## src/assert_macros.svh

```systemverilog
// Assertion macros used by the top-level RTL file.
`ifndef ASSERT_MACROS_SVH
`define ASSERT_MACROS_SVH

// Check on every rising clk edge, off while in reset.
`define ASSERT_CLK(label, prop, msg) \
    label: assert property (@(posedge clk) disable iff (!rst_n) (prop)) else $error(msg);

// Check on every rising clk edge, also during reset.
`define ASSERT_ALWAYS(label, prop, msg) \
    label: assert property (@(posedge clk) (prop)) else $error(msg);

`endif

```

## src/gpl_pkg.sv

```systemverilog
// Types and constants of the GPIO port with configuration lock.
package gpl_pkg;

    localparam int PINS      = 16;
    localparam int WORD_W    = 32;
    localparam int SEL_W     = 3;
    localparam int KEY_POS   = 16;
    localparam int NIB_PINS  = 8;

    localparam logic [WORD_W-1:0] CFG_RESET = 32'h4444_4444;

    localparam logic REQ_READ  = 1'b0;
    localparam logic REQ_WRITE = 1'b1;

    localparam logic [SEL_W-1:0] SEL_CFG_LO = 3'd0;
    localparam logic [SEL_W-1:0] SEL_CFG_HI = 3'd1;
    localparam logic [SEL_W-1:0] SEL_IDR    = 3'd2;
    localparam logic [SEL_W-1:0] SEL_ODR    = 3'd3;
    localparam logic [SEL_W-1:0] SEL_BSRR   = 3'd4;
    localparam logic [SEL_W-1:0] SEL_BRR    = 3'd5;
    localparam logic [SEL_W-1:0] SEL_LCKR   = 3'd6;

    typedef struct packed {
        logic              req_type;
        logic [SEL_W-1:0]  reg_select;
        logic [WORD_W-1:0] write_data;
        logic [PINS-1:0]   pin_levels;
    } req_t;

    typedef struct packed {
        logic [WORD_W-1:0] read_data;
        logic [PINS-1:0]   pin_drive;
        logic              lock_active;
    } rsp_t;

    typedef struct packed {
        logic lock_key;
    } status_t;

endpackage

```

## src/gpl_req_if.sv

```systemverilog
// Request channel: one register access per transfer.
interface gpl_req_if;
    logic                            valid;
    logic                            ready;
    logic                            req_type;
    logic [gpl_pkg::SEL_W-1:0]       reg_select;
    logic [gpl_pkg::WORD_W-1:0]      write_data;
    logic [gpl_pkg::PINS-1:0]        pin_levels;

    modport source (output valid, output req_type, output reg_select, output write_data,
                    output pin_levels, input ready);
    modport sink   (input valid, input req_type, input reg_select, input write_data,
                    input pin_levels, output ready);
endinterface

```

## src/gpl_rsp_if.sv

```systemverilog
// Response channel: one result per access.
interface gpl_rsp_if;
    logic                            valid;
    logic                            ready;
    logic [gpl_pkg::WORD_W-1:0]      read_data;
    logic [gpl_pkg::PINS-1:0]        pin_drive;
    logic                            lock_active;

    modport source (output valid, output read_data, output pin_drive, output lock_active,
                    input ready);
    modport sink   (input valid, input read_data, input pin_drive, input lock_active,
                    output ready);
endinterface

```

## src/gpl_regs.sv

```systemverilog
// Port registers, lock key sequence and access decode.
module gpl_regs (
    input  logic              clk,
    input  logic              rst_n,
    input  logic              en,
    input  gpl_pkg::req_t     req,
    output gpl_pkg::rsp_t     rsp,
    output gpl_pkg::status_t  status
);

    localparam logic [1:0] STEP_IDLE  = 2'd0;
    localparam logic [1:0] STEP_ONE   = 2'd1;
    localparam logic [1:0] STEP_ZERO  = 2'd2;
    localparam logic [1:0] STEP_ARMED = 2'd3;

    logic [gpl_pkg::WORD_W-1:0] cfg_lo_reg, cfg_lo_next;
    logic [gpl_pkg::WORD_W-1:0] cfg_hi_reg, cfg_hi_next;
    logic [gpl_pkg::PINS-1:0]   odr_reg, odr_next;
    logic [gpl_pkg::PINS-1:0]   lck_bits_reg, lck_bits_next;
    logic                       lck_key_reg, lck_key_next;
    logic [1:0]                 step_reg, step_next;
    logic [gpl_pkg::WORD_W-1:0] keep_lo, keep_hi;
    logic [gpl_pkg::WORD_W-1:0] rd;
    logic [gpl_pkg::PINS-1:0]   wr_bits;
    logic                       wr_key;
    logic                       same_bits;

    always_comb
    begin
        for (int i = 0; i < gpl_pkg::NIB_PINS; i++)
        begin
            keep_lo[4*i +: 4] = {4{lck_key_reg & lck_bits_reg[i]}};
            keep_hi[4*i +: 4] = {4{lck_key_reg & lck_bits_reg[gpl_pkg::NIB_PINS + i]}};
        end
    end

    assign wr_bits   = req.write_data[gpl_pkg::PINS-1:0];
    assign wr_key    = req.write_data[gpl_pkg::KEY_POS];
    assign same_bits = (wr_bits == lck_bits_reg);

    always_comb
    begin
        cfg_lo_next   = cfg_lo_reg;
        cfg_hi_next   = cfg_hi_reg;
        odr_next      = odr_reg;
        lck_bits_next = lck_bits_reg;
        lck_key_next  = lck_key_reg;
        step_next     = step_reg;
        rd            = '0;
        if (req.req_type == gpl_pkg::REQ_WRITE)
        begin
            unique case (req.reg_select)
                gpl_pkg::SEL_CFG_LO:
                    cfg_lo_next = (cfg_lo_reg & keep_lo) | (req.write_data & ~keep_lo);
                gpl_pkg::SEL_CFG_HI:
                    cfg_hi_next = (cfg_hi_reg & keep_hi) | (req.write_data & ~keep_hi);
                gpl_pkg::SEL_ODR:
                    odr_next = wr_bits;
                gpl_pkg::SEL_BSRR:
                    odr_next = (odr_reg & ~req.write_data[gpl_pkg::WORD_W-1:gpl_pkg::PINS])
                               | wr_bits;
                gpl_pkg::SEL_BRR:
                    odr_next = odr_reg & ~wr_bits;
                gpl_pkg::SEL_LCKR:
                begin
                    if (!lck_key_reg)
                    begin
                        lck_bits_next = wr_bits;
                        priority if (step_reg == STEP_ONE && !wr_key && same_bits)
                            step_next = STEP_ZERO;
                        else if (step_reg == STEP_ZERO && wr_key && same_bits)
                            step_next = STEP_ARMED;
                        else
                            step_next = wr_key ? STEP_ONE : STEP_IDLE;
                    end
                end
                default:
                    ;
            endcase
        end
        else
        begin
            unique case (req.reg_select)
                gpl_pkg::SEL_CFG_LO:
                    rd = cfg_lo_reg;
                gpl_pkg::SEL_CFG_HI:
                    rd = cfg_hi_reg;
                gpl_pkg::SEL_IDR:
                    rd = {{(gpl_pkg::WORD_W-gpl_pkg::PINS){1'b0}}, req.pin_levels};
                gpl_pkg::SEL_ODR:
                    rd = {{(gpl_pkg::WORD_W-gpl_pkg::PINS){1'b0}}, odr_reg};
                gpl_pkg::SEL_LCKR:
                begin
                    rd = {{(gpl_pkg::WORD_W-gpl_pkg::PINS-1){1'b0}}, lck_key_reg,
                          lck_bits_reg};
                    if (!lck_key_reg && step_reg == STEP_ARMED)
                    begin
                        lck_key_next = 1'b1;
                        step_next    = STEP_IDLE;
                    end
                end
                default:
                    ;
            endcase
        end
    end

    always_ff @(posedge clk or negedge rst_n)
    begin
        if (!rst_n)
        begin
            cfg_lo_reg   <= gpl_pkg::CFG_RESET;
            cfg_hi_reg   <= gpl_pkg::CFG_RESET;
            odr_reg      <= '0;
            lck_bits_reg <= '0;
            lck_key_reg  <= 1'b0;
            step_reg     <= STEP_IDLE;
        end
        else if (en)
        begin
            cfg_lo_reg   <= cfg_lo_next;
            cfg_hi_reg   <= cfg_hi_next;
            odr_reg      <= odr_next;
            lck_bits_reg <= lck_bits_next;
            lck_key_reg  <= lck_key_next;
            step_reg     <= step_next;
        end
    end

    assign rsp.read_data   = rd;
    assign rsp.pin_drive   = odr_next;
    assign rsp.lock_active = lck_key_next;
    assign status.lock_key = lck_key_reg;

endmodule

```

## src/gpio_port_with_config_lock_unit.sv

```systemverilog
// Top level of the GPIO port with configuration lock.
//
//   channel | dir | transfer
//   --------+-----+-------------------------------------------------------
//   req     | in  | one read or write access to one port register
//   rsp     | out | read data, pin drive and lock state after that access
//
// An access passes through the request register and then the
// response register; one access per cycle is sustained while rsp is ready.
// All decode and register update sit between those two registers.
// Reset returns the port registers to their reset values and clears both stage valids.
// A stall on rsp holds both stages; req is ready while the request stage is empty or the pipeline advances.
`include "assert_macros.svh"

module gpio_port_with_config_lock_unit (
    input  logic     clk,
    input  logic     rst_n,
    gpl_req_if.sink  req,
    gpl_rsp_if.source rsp
);

    logic              req_vld_reg, req_vld_next;
    gpl_pkg::req_t     req_reg, req_next;
    logic              rsp_vld_reg, rsp_vld_next;
    gpl_pkg::rsp_t     rsp_reg, rsp_next;
    gpl_pkg::rsp_t     result;
    gpl_pkg::status_t  status;
    logic              advance;
    logic              req_take;
    logic              en;

    assign advance  = !rsp_vld_reg || rsp.ready;
    assign en       = req_vld_reg && advance;
    assign req.ready = !req_vld_reg || advance;
    assign req_take = req.valid && req.ready;

    always_comb
    begin
        req_vld_next = req_vld_reg;
        req_next     = req_reg;
        rsp_vld_next = rsp_vld_reg;
        rsp_next     = rsp_reg;
        if (advance)
        begin
            rsp_vld_next = req_vld_reg;
            rsp_next     = result;
        end
        if (req.ready)
        begin
            req_vld_next = req.valid;
            req_next     = '{req_type:   req.req_type,
                             reg_select: req.reg_select,
                             write_data: req.write_data,
                             pin_levels: req.pin_levels};
        end
    end

    always_ff @(posedge clk or negedge rst_n)
    begin
        if (!rst_n)
        begin
            req_vld_reg <= 1'b0;
            rsp_vld_reg <= 1'b0;
        end
        else
        begin
            req_vld_reg <= req_vld_next;
            rsp_vld_reg <= rsp_vld_next;
        end
    end

    always_ff @(posedge clk)
    begin
        req_reg <= req_next;
        rsp_reg <= rsp_next;
    end

    gpl_regs u_regs (
        .clk    (clk),
        .rst_n  (rst_n),
        .en     (en),
        .req    (req_reg),
        .rsp    (result),
        .status (status)
    );

    assign rsp.valid       = rsp_vld_reg;
    assign rsp.read_data   = rsp_reg.read_data;
    assign rsp.pin_drive   = rsp_reg.pin_drive;
    assign rsp.lock_active = rsp_reg.lock_active;

    `ASSERT_CLK(a_lock_sticky, status.lock_key |=> status.lock_key, "lock dropped before reset")
    `ASSERT_CLK(a_rsp_from_req, $rose(rsp_vld_reg) |-> $past(req_vld_reg), "response without request")
    `ASSERT_CLK(a_write_reads_zero, (en && req_reg.req_type == gpl_pkg::REQ_WRITE) |=> (rsp_reg.read_data == '0), "write returned read data")
    `ASSERT_ALWAYS(a_take_needs_room, req_take |-> (!req_vld_reg || advance), "request taken over a held one")

endmodule

```

## src/flat_wrapper.sv

```systemverilog
// flat-port wrapper written by rule: the top's interface ports become plain ports
module gpio_port_with_config_lock_unit_flat 
  (clk, rst_n, req_valid, req_req_type, req_reg_select, req_write_data, req_pin_levels, req_ready, rsp_valid, rsp_read_data, rsp_pin_drive, rsp_lock_active, rsp_ready);
  gpl_req_if req_i ();
  gpl_rsp_if rsp_i ();
  input  logic clk;
  input  logic rst_n;
  input wire logic [$bits(req_i.valid)-1:0] req_valid;
  input wire logic [$bits(req_i.req_type)-1:0] req_req_type;
  input wire logic [$bits(req_i.reg_select)-1:0] req_reg_select;
  input wire logic [$bits(req_i.write_data)-1:0] req_write_data;
  input wire logic [$bits(req_i.pin_levels)-1:0] req_pin_levels;
  output wire logic [$bits(req_i.ready)-1:0] req_ready;
  output wire logic [$bits(rsp_i.valid)-1:0] rsp_valid;
  output wire logic [$bits(rsp_i.read_data)-1:0] rsp_read_data;
  output wire logic [$bits(rsp_i.pin_drive)-1:0] rsp_pin_drive;
  output wire logic [$bits(rsp_i.lock_active)-1:0] rsp_lock_active;
  input wire logic [$bits(rsp_i.ready)-1:0] rsp_ready;
  assign req_i.valid = req_valid;
  assign req_i.req_type = req_req_type;
  assign req_i.reg_select = req_reg_select;
  assign req_i.write_data = req_write_data;
  assign req_i.pin_levels = req_pin_levels;
  assign req_ready = req_i.ready;
  assign rsp_valid = rsp_i.valid;
  assign rsp_read_data = rsp_i.read_data;
  assign rsp_pin_drive = rsp_i.pin_drive;
  assign rsp_lock_active = rsp_i.lock_active;
  assign rsp_i.ready = rsp_ready;
  gpio_port_with_config_lock_unit u_core (.clk(clk), .rst_n(rst_n), .req(req_i), .rsp(rsp_i));
endmodule
```

## config.mk

```make
export PLATFORM = sky130hd
export DESIGN_NAME = gpio_port_with_config_lock_unit_flat
export DESIGN_NICKNAME = d
export VERILOG_FILES = /design/src/gpl_pkg.sv /design/src/gpl_req_if.sv /design/src/gpl_rsp_if.sv /design/src/gpl_regs.sv /design/src/gpio_port_with_config_lock_unit.sv /design/src/flat_wrapper.sv
export VERILOG_INCLUDE_DIRS = /design/src /design/src/src
export SDC_FILE = /design/constraint.sdc
export NUM_CORES = 1
export LEC_CHECK = 0
export BUFFER_PORTS_ARGS = -buffer_cell sky130_fd_sc_hd__buf_2
export CORE_AREA = 4 4 175 211
export CTS_CLUSTER_SIZE = 25
export DETAILED_ROUTE_END_ITERATION = 6
export DIE_AREA = 0 0 179 215
export HOLD_SLACK_MARGIN = 0.08
export SETUP_SLACK_MARGIN = 0.15
export SLEW_MARGIN = 10
export SYNTH_ARGS = -nofsm -noshare
export SYNTH_HDL_FRONTEND = slang
export SYNTH_SLANG_ARGS = --single-unit
```

## constraint.sdc

```tcl
create_clock -name clk -period 2.68 [get_ports clk]
set_input_delay 0.268 -clock clk [delete_from_list [all_inputs] [get_ports clk]]
set_output_delay 0.268 -clock clk [all_outputs]
set_load 0.005 [all_outputs]
```

==> impl_metrics.py, run 1 <==
metrics = {
    "run_status": {
        "status": "finished, final reports clean",
    },
    "final_layout": {
        "drive_gt1_share_pct": 31.7,
        "fillers": 3470,
        "nNetsFinal": 848,
        "ff_latch_area_um2": 5580,
        "multiInputGateArea_um2": 2950,
        "antennaDiodeCount": 0,
        "area.growth.synth_to_final_pct": 28.4,
        "fin_area_um2": 11100,
    },
    "die": {
        "core_um2": 34800,
        "rows": 75,
        "initial_core_util_pct": 24.9,
        "chipWidth_um": 179,
        "ios": 107,
        "dieArea_um2": 38500,
        "die_height_um": 215,
    },
    "timing": {
        "rsz0062_at_grt": "no",
        "clock_skew_ns": 0.0254,
        "slew_headroom_pct": 45.0,
        "worstMarginPinSlew_ns": 0.825,
        "timing.fmax_ghz": 0.442,
        "slew_viol_final": 0,
        "post-route-period-util_pct": 84.3,
        "finalSetupViolCount": 0,
        "finalHoldViolCount": 0,
        "fin_tns_setup_ns": 0,
        "period_needed_ns": 2.26,
    },
    "place": {
        "place_area_um2": 9850,
        "gp_congestion": 0.830,
        "hpwl_um": 16900,
        "io_buffers": 106,
    },
    "logic_synthesis": {
        "synth_seq_cells": 202,
        "post_synth.cell_area_avg_um2": 14.0,
        "synth_area_leaders": "edfxtp_1 (35%), dfrtp_1 (25%), mux2_2 (8.8%)",
        "synth-edff-count": 101,
        "netlist_area_um2": 8660,
        "synth_ff_type": "edfxtp_1",
        "syn-num-nets": 673,
        "synth_top_area_share_pct": 35.0,
        "synthArstFlopShare_pct": 50.0,
        "synth_area_leader_cell": "edfxtp_1",
        "ys_seq_area_share_pct": 64.4,
        "postSynthCellCount": 617,
        "ys_warn_count": 0,
        "synth.top_cells.by_count": "edfxtp_1 (101), dfrtp_1 (85), mux2_2 (68)",
        "synthMostInstantiatedCell": "edfxtp_1",
        "synth_cell_types": 41,
    },
    "critical_path": {
        "ff2ff_setup_slack_ns": 0.50,
        "r2r-start": "u_core.req_reg[50]$_DFFE_PP_",
        "crit_path_end_kind": "output pin",
        "worstSetupPathType": "flip-flop to output pin",
        "critPathRequiredTime_ns": 2.41,
        "arrival_ns": 1.99,
        "crit_fanout": 24,
        "worstRegToRegCells": 5,
        "start_kind": "flip-flop",
    },
    "drt": {
        "ant_nets": 0,
        "first_pass_iters": 5,
        "drcViolationCount": 0,
        "drt-initial-drc-count": 389,
        "vias": 5763,
        "wire_per_inst_um": 19.1,
        "viasPerCell": 4.54,
        "drt-total-wl_um": 24300,
    },
    "hold_path": {
        "hold_path.class": "input pin to asynchronous set/reset pin",
    },
    "clock_tree": {
        "clk_latency_ns": 0.52,
        "cts_buffer_depth": 3,
        "cts.clk_slew.worst_paths_ns": 0.06,
        "cts_buffers": 22,
        "htree_levels": 1,
        "post-cts-setup-buffers": 0,
        "cts_tree": "yes",
        "clock-sinks": 202,
        "cts-root-buf": "clkbuf_16",
    },
    "pwr": {
        "p_leak_nw": 4.57,
        "p_comb_share_pct": 16.1,
        "p_per_area_nw_per_um2": 826,
        "totalPowerFinal_mw": 9.18,
        "ir_drop_mv": 0.421,
        "p_int_mw": 6.74,
        "p_sw_mw": 2.44,
        "switching_share_pct": 26.6,
        "p_seq_share_pct": 50.6,
        "power.clock.fraction_pct": 33.3,
    },
    "grt": {
        "antenna_found_initial": 0,
        "grt_pass1_vias": 6069,
        "grt_max_degree": 53,
        "grt_pass1_wl_um": 36400,
        "track_usage_pct": 12.4,
        "grt_overflow": 0,
    },
    "flow_run": {
        "cap_violations": 0,
    },
}
## area by class of cell
class | instances | share of cell area, %
clock inverters | 11 | 1.07
clock buffers | 29 | 5.54
repair buffers | 182 | 11.4
flip-flops and latches | 202 | 50.2
well taps | 462 | 5.20
inverters | 4 | 0.169
multi-input cells | 380 | 26.5
## power by group through the flow
stage / Clock [mW] / Sequential, mW / Combinational (mW)
2_1_floorplan: 0 / 4.48 / 0.980
3_3_place_gp: 0 / 4.70 / 1.40
3_5_place_dp: 0 / 4.71 / 1.44
4_1_cts: 3.15 / 4.65 / 1.50
5_1_grt: 3.28 / 4.72 / 1.63
6_report: 3.06 / 4.65 / 1.47
## what timing repair did
| item | in CTS | in global routing |
|---|---|---|
| endpoints found under the hold margin | 95 | 0 |
| gates resized for setup | 0 | 0 |
| hold buffers | 54 | 0 |
## metrics by stage
| step | std cells | hold slack (ns) | util, % | worst slack [ns] |
|---|---|---|---|---|
| floorplan | 617 | -0.0276 | - | 0.240 |
| global placement | 1176 | 0.367 | 28.3 | 0.460 |
| detailed placement | 1176 | 0.370 | 28.3 | 0.465 |
| CTS | 1270 | 0.342 | 32.0 | 0.365 |
| global route | 1270 | 0.353 | 32.0 | 0.313 |
| finish | 1270 | 0.361 | 32.0 | 0.420 |
## worst max-delay path by stage
stage,start,end,cells past startpoint
final,u_core.rsp.valid$_DFFE_PN0N_,req_ready,3
after global routing,u_core.rsp.valid$_DFFE_PN0N_,req_ready,3
after CTS,u_core.rsp.valid$_DFFE_PN0N_,req_ready,3
after detailed placement,u_core.req_reg[49]$_DFFE_PP_,u_core.u_regs.lck_bits_reg[1]$_DFFE_PN0P_,4
after global placement,u_core.req_reg[49]$_DFFE_PP_,u_core.u_regs.lck_bits_reg[5]$_DFFE_PN0P_,4
after floorplan,u_core.rsp.valid$_DFFE_PN0N_,u_core.u_regs.lck_bits_reg[0]$_DFFE_PN0P_,5
## cells by family (layout without fill, tap and decap cells)
logic type	Yosys count	in the layout	share of synthesized area, %
XOR/XNOR	16	16	1.62
buffers and inverters	35	226	1.70
multiplexers	111	111	14.0
AO/OA/AOI/OAI	155	155	11.7
AND/OR/NAND/NOR	98	98	6.62
flip-flops	202	202	64.4
## critical path, stage by stage, from the launching register on
cell     delay (ns)
dfrtp_1        0.33
nor2b_2        0.29
nand2_2        0.52
buf_2          0.32
## routing by layer
| metal | wire (um) | vias to the layer above | track usage (%) |
|---|---|---|---|
| met3 | 1200 | 46 | 2.07 |
| met5 | 0 | - | 0 |
| met1 | 9820 | 2877 | 14.9 |
| li1 | - | 2678 | - |
| met4 | 873 | 0 | 4.53 |
| met2 | 12400 | 162 | 21.9 |
## layout by cell type, fill, tap and decap left out, types with 3 or more instances in the layout
cell / netlist / routed
buf_2: 10 / 105
edfxtp_1: 101 / 101
dfrtp_1: 85 / 85
mux2_2: 68 / 68
dlygate4sd3_1: 0 / 54
a21oi_1: 49 / 49
nor2_1: 35 / 35
o21ai_0: 34 / 34
a22o_1: 32 / 32
mux2i_1: 31 / 31
clkbuf_16: 0 / 22
buf_4: 1 / 21
nand3b_1: 17 / 17
a22oi_1: 16 / 16
and2_1: 16 / 16
a21o_1: 16 / 16
dfstp_2: 16 / 16
xnor2_1: 14 / 14
mux2_1: 12 / 12
nand2b_1: 5 / 5
clkinv_2: 0 / 4
clkbuf_8: 0 / 4
nand2_1: 4 / 3
clkinv_1: 1 / 3
clkinvlp_4: 0 / 3
nand4_1: 3 / 3
nor3_1: 3 / 3
clkbuf_1: 17 / 3
No activity file was read; power rests on OpenSTA's default activity.
==> inputs of run 2 (changes only) <==
==> constraint.sdc (replaced) <==
create_clock -name clk -period 1.95 [get_ports clk]
set_input_delay 0.195 -clock clk [delete_from_list [all_inputs] [get_ports clk]]
set_output_delay 0.195 -clock clk [all_outputs]
set_load 0.005 [all_outputs]
==> impl_metrics.py, run 2 (synthesis gave the netlist of run 1 again) <==
metrics = {
    "run_status": {
        "status": "finished, final reports clean",
    },
    "place": {
        "placed_cells": 1190,
        "hpwl_um": 17600,
        "io_buffers": 106,
        "gp_congestion": 0.849,
        "post-place-ws_ns": 0.0535,
    },
    "final_layout": {
        "final_common_cell": "buf_2",
        "layout_common_cells": "buf_2 (105), edfxtp_1 (101), dfrtp_1 (84)",
        "antennaDiodeCount": 0,
        "nNetsFinal": 880,
        "area.growth.synth_to_final_pct": 39.3,
        "drive_gt1_share_pct": 40.8,
        "ff_latch_area_um2": 5580,
        "fillers": 3383,
        "multiInputGateArea_um2": 3460,
        "final_core_util_pct": 34.7,
        "final_cells": 1302,
    },
    "flow_run": {
        "cap_violations": 0,
    },
    "die": {
        "dieArea_um2": 38500,
        "ios": 107,
        "core_um2": 34800,
        "chipWidth_um": 179,
        "rows": 75,
        "die_height_um": 215,
        "initial_core_util_pct": 24.9,
    },
    "pwr": {
        "p_leak_nw": 5.18,
        "ir_drop_mv": 0.447,
        "p_per_area_nw_per_um2": 1100,
        "totalPowerFinal_mw": 13.3,
    },
    "clock_tree": {
        "cts.clk_slew.worst_paths_ns": 0.07,
        "cts_buffers": 23,
        "clock-sinks": 202,
        "clk_latency_ns": 0.51,
        "cts_tree": "yes",
        "cts_buffer_depth": 3,
        "cts-root-buf": "clkbuf_16",
        "htree_levels": 1,
    },
    "drt": {
        "viasPerCell": 4.68,
        "drt-total-wl_um": 26500,
        "top_layer_used": "met4",
        "vias": 6090,
        "first_pass_iters": 5,
        "wl_met1_um": 11200,
        "drt-initial-drc-count": 460,
        "drcViolationCount": 0,
        "wire_per_inst_um": 20.3,
        "dr_wl_met3_um": 1310,
        "ant_nets": 0,
        "wl_met2_um": 13000,
    },
    "critical_path": {
        "crit_path_end_kind": "flip-flop",
        "critPathRequiredTime_ns": 2.19,
        "crit_start": "u_core.req_reg[49]$_DFFE_PP_",
        "start_kind": "flip-flop",
        "r2r-start": "u_core.req_reg[49]$_DFFE_PP_",
        "worstSetupPathType": "flip-flop to flip-flop",
        "arrival_ns": 2.13,
        "crit_fanout": 11,
    },
    "timing": {
        "rsz0062_at_grt": "yes",
        "fin_tns_setup_ns": 0,
        "period_needed_ns": 1.89,
        "fin_ws_ns": 0.0583,
        "clock_skew_ns": 0.0149,
        "post-route-period-util_pct": 97.0,
        "finalHoldViolCount": 0,
        "timing.fmax_ghz": 0.529,
        "worstMarginPinSlew_ns": 0.577,
        "finalSetupViolCount": 0,
        "slew_headroom_pct": 61.5,
        "slew_viol_final": 0,
    },
    "grt": {
        "grt_pass1_wl_um": 39300,
        "grt_pass1_vias": 6391,
        "antenna_found_initial": 0,
        "grt_max_degree": 43,
        "track_usage_pct": 13.2,
        "grt_overflow": 0,
    },
    "hold_path": {
        "hold_path.class": "input pin to flip-flop",
        "min_from": "rsp_ready",
    },
}
-- run 2: cell count changes in the layout (fill, tap and decap cells not counted), moves of 6 or more --
cell,delta
o21ai_1,+6
buf_6,+17
mux2_4,+68
a21oi_2,+9
a21o_1,-16
a21o_4,+16
and2_1,-8
and2_4,+8
o21ai_0,-6
a21oi_1,-9
buf_12,+7
mux2_2,-56
mux2_1,-12
-- run 2: per-layer routing --
| metal | up-vias | global-route usage [%] |
|---|---|---|
| met1 | 3092 | 17.3 |
| met2 | 189 | 22.3 |
| li1 | 2752 | - |
| met4 | 0 | 4.45 |
| met3 | 57 | 1.99 |
| met5 | - | 0 |
-- run 2: area by class of cell --
class                      count  share of cell area [%]
sequential                   202                    46.3
multi-input combinational    380                    28.7
timing repair buffer         213                    13.9
clock buffer                  31                    5.79
tap                          462                    4.79
clock inverter                10                   0.498
inverter                       4                   0.156
-- run 2: path summary, 6_finish.rpt --
check | slack (ns) | cells past startpoint | end
worst max-delay path | 0.06 | 7 | u_core.rsp.pin_drive[15]$_DFFE_PN_
worst min-delay path | 0.19 | 4 | u_core.u_regs.status$_DFFE_PN0N_
worst max register to register | 0.06 | 7 | u_core.rsp.pin_drive[15]$_DFFE_PN_
worst min register to register | 0.51 | 1 | flip-flop
max in group asynchronous | 1.10 | 3 | asynchronous set/reset pin
min in group asynchronous | 0.21 | 2 | asynchronous set/reset pin
-- run 2: power by group --
part	total, mW	leakage [nW]	switching, mW	internal (mW)
Sequential	6.49	2.27	0.867	5.62
Combinational	2.54	2.53	0.981	1.56
Clock	4.28	0.380	1.76	2.52
-- run 2: per-stage QoR --
stage          hold WS, ns  instance area [um2]
4_1_cts              0.184                11800
2_1_floorplan       -0.101                 9050
6_report             0.192                12100
3_5_place_dp         0.173                10400
5_1_grt              0.238                12100
3_3_place_gp         0.170                10400
-- run 2: worst max-delay path, stage by stage (launching register included) --
cell      delay (ns)
edfxtp_1        0.46
buf_6           0.18
buf_4           0.15
buf_6           0.14
nand3b_1        0.18
a21oi_2         0.16
o21ai_0         0.09
a22o_1          0.26
-- run 2: repair_timing --
action,in CTS,in global routing
setup endpoints to repair,78,111
hold buffers,54,0
pin swaps,5,13
setup buffers,10,3
gates cloned,2,2
hold endpoints to repair,142,0
resized for setup,7,58
